`src/rtl/frs_pkg.sv`:
```
// Shared constants, codes and types of the two-stream fragment reassembler.
// No dependencies; all rtl/ files but frs_ram import this package.
package frs_pkg;

  // Fragment layout and buffer sizes
  localparam int FRAGMENT_STRIDE = 250;
  localparam int BITMAP_SLOTS    = 8;
  localparam int BITMAP_BYTES    = 1024;
  localparam int IMAGE_SLOTS     = 140;
  localparam int IMAGE_BYTES     = 32 * 1024;

  // Header type bytes ('I' and 'J') and the frame position cutoff
  localparam logic [7:0] TYPE_BITMAP = 8'h49;
  localparam logic [7:0] TYPE_IMAGE  = 8'h4A;
  localparam logic [7:0] FRAME_LIMIT = 8'd254;

  // Seen-map memory: bitmap slots first, image slots after them
  localparam int MAP_DEPTH = BITMAP_SLOTS + IMAGE_SLOTS;
  localparam int MAP_AW    = $clog2(MAP_DEPTH);
  localparam int EPOCH_W   = 4;

  // Counter widths
  localparam int BM_CW  = $clog2(BITMAP_SLOTS + 1);
  localparam int IMG_CW = $clog2(IMAGE_SLOTS + 1);

  // Output word packing
  localparam int TDATA_W = 56;
  localparam int TUSER_W = 3;

  // Result kinds
  localparam logic [1:0] KIND_CLEAR  = 2'd0;
  localparam logic [1:0] KIND_WRITE  = 2'd1;
  localparam logic [1:0] KIND_STATUS = 2'd2;

  // Frame status codes
  localparam logic [2:0] ST_STORED  = 3'd0;
  localparam logic [2:0] ST_DUP     = 3'd1;
  localparam logic [2:0] ST_BAD     = 3'd2;
  localparam logic [2:0] ST_UNKNOWN = 3'd3;
  localparam logic [2:0] ST_BEYOND  = 3'd4;
  localparam logic [2:0] ST_SHORT   = 3'd5;

  // One result word
  typedef struct packed {
    logic [1:0]  kind;
    logic        stream;
    logic [14:0] byte_address;
    logic [7:0]  byte_value;
    logic [2:0]  status_code;
    logic        transfer_complete;
    logic [15:0] image_size;
    logic [7:0]  received_count;
    logic        run_last;
  } result_t;

  // Parser to seen-map requests
  typedef struct packed {
    logic              rd_en;
    logic [MAP_AW-1:0] rd_addr;
    logic              rd_img;
    logic              wr_en;
    logic              clr_bm;
    logic              clr_img;
  } map_req_t;

endpackage

```
`src/rtl/frs_ram.sv`:
```
// Generic single-write, single-read RAM with a registered read port.
// No dependencies.
module frs_ram #(
  parameter int  WIDTH = 8,
  parameter int  DEPTH = 16,
  localparam int AW    = (DEPTH > 1) ? $clog2(DEPTH) : 1
) (
  input  logic             clk,
  input  logic             we,
  input  logic [AW-1:0]    waddr,
  input  logic [WIDTH-1:0] wdata,
  input  logic             re,
  input  logic [AW-1:0]    raddr,
  output logic [WIDTH-1:0] rdata
);

  logic [WIDTH-1:0] mem [DEPTH];

  // Write port and registered read port
  always_ff @(posedge clk) begin
    if (we) begin
      mem[waddr] <= wdata;
    end
    if (re) begin
      rdata <= mem[raddr];
    end
  end

endmodule

```
`src/rtl/frs_seen_map.sv`:
```
// Fragment seen-map of both streams: epoch tags in a RAM, per-entry valid flops.
// Depends on frs_pkg and frs_ram.
module frs_seen_map import frs_pkg::*; (
  input  logic     clk,
  input  logic     rst,
  input  map_req_t req,
  output logic     seen
);

  localparam logic [MAP_DEPTH-1:0] BM_MASK =
    {{IMAGE_SLOTS{1'b0}}, {BITMAP_SLOTS{1'b1}}};

  logic [MAP_DEPTH-1:0] valid;
  logic [MAP_DEPTH-1:0] valid_next;
  logic [EPOCH_W-1:0]   ep_bm;
  logic [EPOCH_W-1:0]   ep_img;
  logic [EPOCH_W-1:0]   ep_bm_next;
  logic [EPOCH_W-1:0]   ep_img_next;
  logic [MAP_AW-1:0]    addr_q;
  logic                 img_q;
  logic [EPOCH_W-1:0]   tag_rd;
  logic [EPOCH_W-1:0]   tag_wr;

  // A clear bumps the stream epoch; old tags stop matching
  assign ep_bm_next  = req.clr_bm  ? ep_bm + 1'b1  : ep_bm;
  assign ep_img_next = req.clr_img ? ep_img + 1'b1 : ep_img;
  assign tag_wr      = img_q ? ep_img_next : ep_bm_next;

  // Tag memory, written back at the entry looked up for this frame
  frs_ram #(
    .WIDTH (EPOCH_W),
    .DEPTH (MAP_DEPTH)
  ) u_tag_ram (
    .clk   (clk),
    .we    (req.wr_en),
    .waddr (addr_q),
    .wdata (tag_wr),
    .re    (req.rd_en),
    .raddr (req.rd_addr),
    .rdata (tag_rd)
  );

  // Entry seen when written under the current epoch
  assign seen = valid[addr_q] && (tag_rd == (img_q ? ep_img : ep_bm));

  // Valid bits: set on a write, dropped for a stream when its epoch wraps
  always_comb begin
    valid_next = valid;
    if (req.clr_bm && (ep_bm == '1)) begin
      valid_next = valid_next & ~BM_MASK;
    end
    if (req.clr_img && (ep_img == '1)) begin
      valid_next = valid_next & BM_MASK;
    end
    if (req.wr_en) begin
      valid_next[addr_q] = 1'b1;
    end
  end

  always_ff @(posedge clk) begin
    if (rst) begin
      valid  <= '0;
      ep_bm  <= '0;
      ep_img <= '0;
      addr_q <= '0;
      img_q  <= 1'b0;
    end else begin
      valid  <= valid_next;
      ep_bm  <= ep_bm_next;
      ep_img <= ep_img_next;
      if (req.rd_en) begin
        addr_q <= req.rd_addr;
        img_q  <= req.rd_img;
      end
    end
  end

endmodule

```
`src/rtl/frs_parse.sv`:
```
// Frame header parser and stream bookkeeping; produces up to two results per byte.
// Depends on frs_pkg; drives the seen-map requests.
module frs_parse import frs_pkg::*; (
  input  logic       clk,
  input  logic       rst,
  input  logic       accept,
  input  logic [7:0] frame_byte,
  input  logic       frame_end,
  input  logic       seen,
  output map_req_t   map_req,
  output logic       a_valid,
  output result_t    res_a,
  output logic       b_valid,
  output result_t    res_b
);

  logic [7:0]        pos, pos_next;
  logic [7:0]        htype, htype_next;
  logic [7:0]        hindex, hindex_next;
  logic [7:0]        htotal, htotal_next;
  logic [7:0]        hlength, hlength_next;
  logic [2:0]        verdict, verdict_next;
  logic [15:0]       index_base, index_base_next;
  logic [7:0]        bm_total, bm_total_next;
  logic [BM_CW-1:0]  bm_count, bm_count_next;
  logic [7:0]        img_total, img_total_next;
  logic [IMG_CW-1:0] img_count, img_count_next;
  logic [7:0]        img_last, img_last_next;

  logic        is_bm;
  logic        is_img;
  logic        rd_in_range;
  logic [8:0]  rd_sum;
  logic [16:0] end_sum;
  logic [7:0]  pay_off;
  logic [15:0] pay_addr;

  assign is_bm    = (htype == TYPE_BITMAP);
  assign is_img   = (htype == TYPE_IMAGE);
  assign end_sum  = {1'b0, index_base} + 17'(frame_byte);
  assign pay_off  = pos - 8'd4;
  assign pay_addr = index_base + 16'(pay_off);

  // Seen-map address of the incoming index byte
  assign rd_in_range = (is_bm && (frame_byte < 8'(BITMAP_SLOTS))) ||
                       (is_img && (frame_byte < 8'(IMAGE_SLOTS)));
  assign rd_sum      = 9'(frame_byte) + (is_img ? 9'(BITMAP_SLOTS) : 9'd0);

  always_comb begin
    logic        clr;
    logic        done;
    logic [7:0]  tm1;
    logic [15:0] prod;

    pos_next        = pos;
    htype_next      = htype;
    hindex_next     = hindex;
    htotal_next     = htotal;
    hlength_next    = hlength;
    verdict_next    = verdict;
    index_base_next = index_base;
    bm_total_next   = bm_total;
    bm_count_next   = bm_count;
    img_total_next  = img_total;
    img_count_next  = img_count;
    img_last_next   = img_last;
    map_req         = '0;
    a_valid         = 1'b0;
    res_a           = '0;
    b_valid         = 1'b0;
    res_b           = '0;
    clr             = 1'b0;
    done            = 1'b0;
    tm1             = '0;
    prod            = '0;

    if (accept) begin
      case (pos)
        8'd0: begin
          htype_next = frame_byte;
        end
        8'd1: begin
          hindex_next     = frame_byte;
          index_base_next = 16'(frame_byte) * 16'(FRAGMENT_STRIDE);
          map_req.rd_en   = 1'b1;
          map_req.rd_img  = is_img;
          map_req.rd_addr = rd_in_range ? MAP_AW'(rd_sum) : '0;
        end
        8'd2: begin
          htotal_next = frame_byte;
        end
        8'd3: begin
          // Header complete: stream decisions
          hlength_next = frame_byte;
          if (is_bm) begin
            if ((hindex >= 8'(BITMAP_SLOTS)) || (frame_byte > 8'(FRAGMENT_STRIDE))) begin
              verdict_next = ST_BAD;
            end else begin
              clr = (bm_total == 8'd0) || (htotal != bm_total);
              if (clr) begin
                map_req.clr_bm = 1'b1;
                bm_total_next  = htotal;
                bm_count_next  = '0;
                a_valid        = 1'b1;
                res_a.kind     = KIND_CLEAR;
              end
              if (seen && !clr) begin
                verdict_next = ST_DUP;
              end else if (end_sum > 17'(BITMAP_BYTES)) begin
                verdict_next = ST_BEYOND;
              end else begin
                map_req.wr_en = 1'b1;
                bm_count_next = bm_count_next + 1'b1;
                verdict_next  = ST_STORED;
              end
            end
          end else if (is_img) begin
            if ((hindex >= 8'(IMAGE_SLOTS)) || (frame_byte > 8'(FRAGMENT_STRIDE))) begin
              verdict_next = ST_BAD;
            end else begin
              clr = (img_total == 8'd0) || (htotal != img_total);
              if (clr) begin
                map_req.clr_img = 1'b1;
                img_total_next  = htotal;
                img_count_next  = '0;
                a_valid         = 1'b1;
                res_a.kind      = KIND_CLEAR;
                res_a.stream    = 1'b1;
              end
              if (seen && !clr) begin
                verdict_next = ST_DUP;
              end else if (end_sum > 17'(IMAGE_BYTES)) begin
                verdict_next = ST_BEYOND;
              end else begin
                map_req.wr_en  = 1'b1;
                img_count_next = img_count_next + 1'b1;
                verdict_next   = ST_STORED;
                if (hindex == (htotal - 8'd1)) begin
                  img_last_next = frame_byte;
                end
              end
            end
          end else begin
            verdict_next = ST_UNKNOWN;
          end
        end
        default: begin
          // Payload byte write
          if ((pos < FRAME_LIMIT) && (verdict == ST_STORED) && (is_bm || is_img) &&
              (pay_off < hlength)) begin
            a_valid            = 1'b1;
            res_a.kind         = KIND_WRITE;
            res_a.stream       = is_img;
            res_a.byte_address = pay_addr[14:0];
            res_a.byte_value   = frame_byte;
          end
        end
      endcase

      // Frame end: status word and completion check
      if (frame_end) begin
        b_valid    = 1'b1;
        res_b.kind = KIND_STATUS;
        if (pos < 8'd3) begin
          res_b.status_code = ST_SHORT;
        end else if (verdict_next == ST_UNKNOWN) begin
          res_b.status_code = ST_UNKNOWN;
        end else if (is_bm) begin
          done = (verdict_next != ST_BAD) && (8'(bm_count_next) == bm_total_next);
          res_b.status_code       = verdict_next;
          res_b.transfer_complete = done;
          res_b.received_count    = 8'(bm_count_next);
          if (done) begin
            bm_total_next = 8'd0;
          end
        end else begin
          done = (verdict_next != ST_BAD) && (8'(img_count_next) == img_total_next);
          tm1  = img_total_next - 8'd1;
          prod = 16'(tm1) * 16'(FRAGMENT_STRIDE);
          res_b.stream            = 1'b1;
          res_b.status_code       = verdict_next;
          res_b.transfer_complete = done;
          res_b.received_count    = 8'(img_count_next);
          if (done && (img_total_next != 8'd0)) begin
            res_b.image_size = prod + 16'(img_last_next);
          end
          if (done) begin
            img_total_next = 8'd0;
          end
        end
        pos_next = 8'd0;
      end else if (pos != 8'd255) begin
        pos_next = pos + 8'd1;
      end

      // Mark the last result of this byte
      if (b_valid) begin
        res_b.run_last = 1'b1;
      end else begin
        res_a.run_last = a_valid;
      end
    end
  end

  always_ff @(posedge clk) begin
    if (rst) begin
      pos        <= '0;
      htype      <= '0;
      hindex     <= '0;
      htotal     <= '0;
      hlength    <= '0;
      verdict    <= ST_STORED;
      index_base <= '0;
      bm_total   <= '0;
      bm_count   <= '0;
      img_total  <= '0;
      img_count  <= '0;
      img_last   <= '0;
    end else begin
      pos        <= pos_next;
      htype      <= htype_next;
      hindex     <= hindex_next;
      htotal     <= htotal_next;
      hlength    <= hlength_next;
      verdict    <= verdict_next;
      index_base <= index_base_next;
      bm_total   <= bm_total_next;
      bm_count   <= bm_count_next;
      img_total  <= img_total_next;
      img_count  <= img_count_next;
      img_last   <= img_last_next;
    end
  end

endmodule

```
`src/rtl/frs_outq.sv`:
```
// Four-word result queue: takes up to two words per cycle, hands out one.
// Depends on frs_pkg.
module frs_outq import frs_pkg::*; (
  input  logic    clk,
  input  logic    rst,
  input  logic    push_a,
  input  result_t res_a,
  input  logic    push_b,
  input  result_t res_b,
  output logic    room,
  output logic    out_valid,
  input  logic    out_ready,
  output result_t out_word
);

  localparam int Q_DEPTH = 4;
  localparam int Q_AW    = $clog2(Q_DEPTH);

  result_t            q [Q_DEPTH];
  logic [Q_AW-1:0]    wp;
  logic [Q_AW-1:0]    rp;
  logic [Q_AW:0]      count;
  logic [Q_AW:0]      count_next;
  logic               pop;
  logic [Q_AW-1:0]    wp_b;

  assign room      = (count <= (Q_AW + 1)'(Q_DEPTH - 2));
  assign out_valid = (count != '0);
  assign out_word  = q[rp];
  assign pop       = out_valid && out_ready;
  assign wp_b      = push_a ? wp + 1'b1 : wp;

  assign count_next = count + (Q_AW + 1)'(push_a) + (Q_AW + 1)'(push_b) -
                      (Q_AW + 1)'(pop);

  // Storage
  always_ff @(posedge clk) begin
    if (push_a) begin
      q[wp] <= res_a;
    end
    if (push_b) begin
      q[wp_b] <= res_b;
    end
  end

  // Pointers and fill count
  always_ff @(posedge clk) begin
    if (rst) begin
      wp    <= '0;
      rp    <= '0;
      count <= '0;
    end else begin
      if (push_b) begin
        wp <= wp_b + 1'b1;
      end else if (push_a) begin
        wp <= wp + 1'b1;
      end
      if (pop) begin
        rp <= rp + 1'b1;
      end
      count <= count_next;
    end
  end

endmodule

```
`src/rtl/two_stream_fragment_reassembler_core.sv`:
```
// Top level of the two-stream fragment reassembler.
// Depends on frs_pkg, frs_parse, frs_seen_map (with frs_ram) and frs_outq.
//
//   port group  dir  carries
//   s_*         in   one frame byte per word; tlast marks the frame's last byte
//   m_*         out  clear, byte write or frame status words; tlast ends a byte's run
//
// One byte is taken per cycle while s_tready is high; each byte gives zero, one
// or two result words, which queue behind any words already waiting on m_*.
// The fragment index is looked up in the seen-map RAM on header byte 1 and
// read back, checked and written on header byte 3 (the RAM read port is registered).
// A four-word output queue parts the sides; s_tready drops while fewer than
// two free slots remain, so a stall on m_tready holds the input once three words wait.
// Reset (rst, synchronous) clears all control flops at once; memories need no clearing pass.
module two_stream_fragment_reassembler_core import frs_pkg::*; (
  input  logic               clk,
  input  logic               rst,
  input  logic               s_tvalid,
  output logic               s_tready,
  input  logic [7:0]         s_tdata,   // [7:0] frame_byte
  input  logic               s_tlast,   // frame_end
  output logic               m_tvalid,
  input  logic               m_tready,
  output logic [TDATA_W-1:0] m_tdata,   // [14:0] byte_address, [22:15] byte_value,
                                        // [25:23] status_code, [26] transfer_complete,
                                        // [42:27] image_size, [50:43] received_count,
                                        // [55:51] zero
  output logic [TUSER_W-1:0] m_tuser,   // [1:0] kind, [2] stream
  output logic               m_tlast    // run_last
);

  logic     accept;
  logic     room;
  logic     seen;
  map_req_t map_req;
  logic     a_valid;
  logic     b_valid;
  result_t  res_a;
  result_t  res_b;
  result_t  head;

  assign s_tready = room;
  assign accept   = s_tvalid && room;

  frs_parse u_parse (
    .clk        (clk),
    .rst        (rst),
    .accept     (accept),
    .frame_byte (s_tdata),
    .frame_end  (s_tlast),
    .seen       (seen),
    .map_req    (map_req),
    .a_valid    (a_valid),
    .res_a      (res_a),
    .b_valid    (b_valid),
    .res_b      (res_b)
  );

  frs_seen_map u_map (
    .clk  (clk),
    .rst  (rst),
    .req  (map_req),
    .seen (seen)
  );

  frs_outq u_outq (
    .clk       (clk),
    .rst       (rst),
    .push_a    (a_valid),
    .res_a     (res_a),
    .push_b    (b_valid),
    .res_b     (res_b),
    .room      (room),
    .out_valid (m_tvalid),
    .out_ready (m_tready),
    .out_word  (head)
  );

  // Output word packing
  assign m_tdata = {5'd0, head.received_count, head.image_size, head.transfer_complete,
                    head.status_code, head.byte_value, head.byte_address};
  assign m_tuser = {head.stream, head.kind};
  assign m_tlast = head.run_last;

endmodule
```
`config.mk`:
```
export PLATFORM = sky130hd
export DESIGN_NAME = two_stream_fragment_reassembler_core
export DESIGN_NICKNAME = d
export VERILOG_FILES = /design/src/rtl/frs_pkg.sv /design/src/rtl/frs_ram.sv /design/src/rtl/frs_seen_map.sv /design/src/rtl/frs_parse.sv /design/src/rtl/frs_outq.sv /design/src/rtl/two_stream_fragment_reassembler_core.sv
export SDC_FILE = /design/constraint.sdc
export NUM_CORES = 2
export LEC_CHECK = 0
export BUFFER_PORTS_ARGS = -buffer_cell sky130_fd_sc_hd__buf_2
export CORE_ASPECT_RATIO = 1.5
export CORE_MARGIN = 2
export CORE_UTILIZATION = 60
export DETAILED_ROUTE_END_ITERATION = 8
export GPL_TIMING_DRIVEN = 0
export PLACE_DENSITY = 0.83
export SLEW_MARGIN = 40
export SYNTH_ARGS = -nofsm -noshare
export SYNTH_HDL_FRONTEND = slang
export SYNTH_SLANG_ARGS = --single-unit
```
`constraint.sdc`:
```
create_clock -name clk -period 24.4 [get_ports clk]
set_input_delay 7.32 -clock clk [delete_from_list [all_inputs] [get_ports clk]]
set_output_delay 7.32 -clock clk [all_outputs]
set_load 0.02 [all_outputs]
```
==> impl_metrics.tcl <==
set metrics [dict create \
    synth_edf_count 720 \
    cp-start-kind "input port" \
    ir_worst_vdd_mv 0.07098 \
    nets 4668 \
    wirelength_um 148400 \
    skew_ps 39.36 \
    dpl_cell_area_um2 52940 \
    die_area_um2 86660 \
    first_global_vias 37400 \
    vias 37280 \
    finalHoldViolCount 0 \
    synth-async-reset-ratio 0 \
    cts_hold_buf 0 \
    stdcell_area_um2 56330 \
    core_area_um2 83610 \
    htree_num_levels 3 \
    routedWlPerCell_um 26.11 \
    rows 130 \
    tns_ps 0 \
    vias_per_cell 6.559 \
    start_util 0.6048 \
    synth_flop_cell "edfxtp_1" \
    critical_path.slowest_cell "a21oi_2" \
    crit_fanout 12 \
    insertion_delay_ps 720 \
    yosysWarnings 0 \
    grt_pass1_wl_um 222000 \
    required_ps 24980 \
    cpLargestDelayFamily "compound AO/OA/AOI/OAI gates" \
    antenna_found_initial 1 \
    report.final.slew_viol_count 0 \
    drc 0 \
    ys_types 85 \
    synth-seq-cells 1082 \
    p_leak_uw 0.01830 \
    fin_crit_sh 0.6755 \
    gp_congestion 0.9943 \
    die_height_um 359.6 \
    crit_buf_inv 9 \
    numPortBuffers 68 \
    timing.fmax_ghz 0.06068 \
    io_pins 75 \
    dr.pass1.iters 6 \
    final_cell_count_no_fill 5684 \
    worst_slew_pin_slew_ps 965.3 \
    rsz0062_at_grt "false" \
    power.density_nw_per_um2 72.18 \
    cts_tree "built" \
    cts_sinks 1082 \
    cts_buffer_depth 3 \
    grt_usage 0.3418 \
    clk_pin_slew_ps 70 \
    ctsResizeCount 0 \
    setup_viol 0 \
    yosysSeqAreaShare 0.5709 \
    netlist_instances 4272 \
    final_antenna_net_count 0 \
    cap_violations 0 \
    area_growth_pct 11.40 \
    status "completed" \
    max_stage_delay_ps 640 \
    drive_gt1_frac 0.1191 \
    syn_area_um2 50570 \
    cts_root_buf "clkbuf_16" \
    synth_top_area_frac 0.4276 \
    netlist_top_cells_area "edfxtp_1 43%, dfxtp_1 14%, mux4_2 7.1%, nor2_1 4.3%, ha_1 3.3%" \
    post_cts_buffers 0 \
    num-fill-cells 5844 \
    crit_arrival_ps 17060 \
    end_kind "register" \
    dp.cells 5502 \
    period_needed_ps 16480 \
    place_hpwl_um 104400 \
    grt-ovfl-total 0 \
    die_w_um 241.0 \
    slew_headroom 0.3541 \
    drt_iter0_drc 4352 \
    yosys.area.top_type "edfxtp_1" \
    numCtsBuffers 96 \
    avgSynthCellArea_um2 11.84 \
    hp-class "reg2reg" \
    path_class "in2reg" \
    grt_max_degree 32 \
]
## through the flow
stage	total power (uW)	util	hold WS [ps]	worst slack [ps]
after floorplan	2347	-	419.6	9418
after global placement	2460	0.6259	428.2	3206
after detailed placement	2476	0.6332	437.4	7414
after CTS	4053	0.6731	451.6	8123
after global routing	4171	0.6737	474.7	7387
final	4066	0.6738	450.4	7919
## Yosys cell counts, drive strengths merged, types with 10 or more instances
cell and instances:
dfxtp 362, o221ai 48, nand4 13, a31oi 48, or3 18, o21bai 10
a22oi 142, ha 135, o31ai 11, nor4 28, xor2 51, buf 70
o211ai 13, or2 13, o22ai 38, inv 132, nor3 72, mux2i 134
nor2 586, nand2 406, and3 13, a211oi 41, nor2b 29, a21o 19
a21oi 184, a22o 49, mux4 160, edfxtp 720, nand3 62, fa 42
clkbuf 208, o21ai 170, nand2b 30, and2 33, xnor2 85
## path summary, 6_finish.rpt
| kind | from | endpoint | slack [ps] | depth (start not counted) |
|---|---|---|---|---|
| hold reg to reg | u_outq.q[1][44] | u_outq.q[1][44] | 450 | 2 |
| setup reg to reg | u_parse.pos[5] | u_outq.q[2][24] | 14800 | 31 |
| setup / recovery | s_tdata[0] | u_outq.q[2][24] | 7920 | 35 |
| hold / removal | u_outq.q[1][44] | u_outq.q[1][44] | 450 | 2 |
## cell type report
type / instances / area [um^2] / area share
inverter: 133 / 499.2 / 0.008863
clock buffer: 118 / 2619 / 0.04649
tap: 1122 / 1404 / 0.02492
sequential: 1082 / 28870 / 0.5125
multi-input combinational: 2783 / 20240 / 0.3592
clock inverter: 62 / 711.9 / 0.01264
antenna: 2 / 5.005 / 0.00008885
buffer: 278 / 1172 / 0.02081
timing repair buffer: 104 / 815.8 / 0.01448
## cell usage in the layout, fill, tap and decap left out, types with 42 or more instances in the layout
master	instances
a31oi_1	46
fa_1	42
nor3_1	62
mux2i_1	129
a22o_1	49
inv_1	128
o221ai_1	48
clkbuf_16	99
edfxtp_1	720
ha_1	135
dfxtp_1	362
xor2_1	51
a21oi_1	183
nand2_1	406
nand3_1	62
nor2_1	580
a22oi_1	142
clkbuf_1	208
o21ai_0	156
buf_2	105
xnor2_1	85
mux4_2	159
## flip-flops by register name (all words and copies together) (netlist names), 13 cells and up, named ones only
| name | flops |
|---|---|
| u_parse.index_base | 13 |
| u_outq.q | 220 |
| u_map.u_tag_ram.mem | 592 |
| u_map.valid | 148 |
## routing by layer
| metal | wire, um | vias up | track usage |
|---|---|---|---|
| li1 | - | 16160 | - |
| met1 | 46980 | 17840 | 0.3664 |
| met2 | 73910 | 2555 | 0.5829 |
| met3 | 13820 | 733 | 0.06855 |
| met4 | 13700 | 0 | 0.2709 |
| met5 | 0 | - | 0 |
## cell families after synthesis
group	count (synthesis)	share of synthesized area
buf+inv	411	0.03251
mux	301	0.09950
compound gates	829	0.1078
flops	1082	0.5709
other cells	1	0.00007416
xor+xnor	136	0.02356
simple gates	1335	0.1156
fa+ha+maj	177	0.05003
## tightest hold or removal path, stage by stage, from the launching register on
cell and delay (ps):
dfxtp_1 320, nand2_1 40, o21ai_0 50
## power by group
part | internal, uW | leakage (uW) | switching (uW)
registers | 1960 | 0.00860 | 18.0
clock network | 899 | 0.00163 | 719
logic | 177 | 0.00807 | 292
total | 3040 | 0.0183 | 1030
Note: power is estimated with default switching activity, not from simulation.
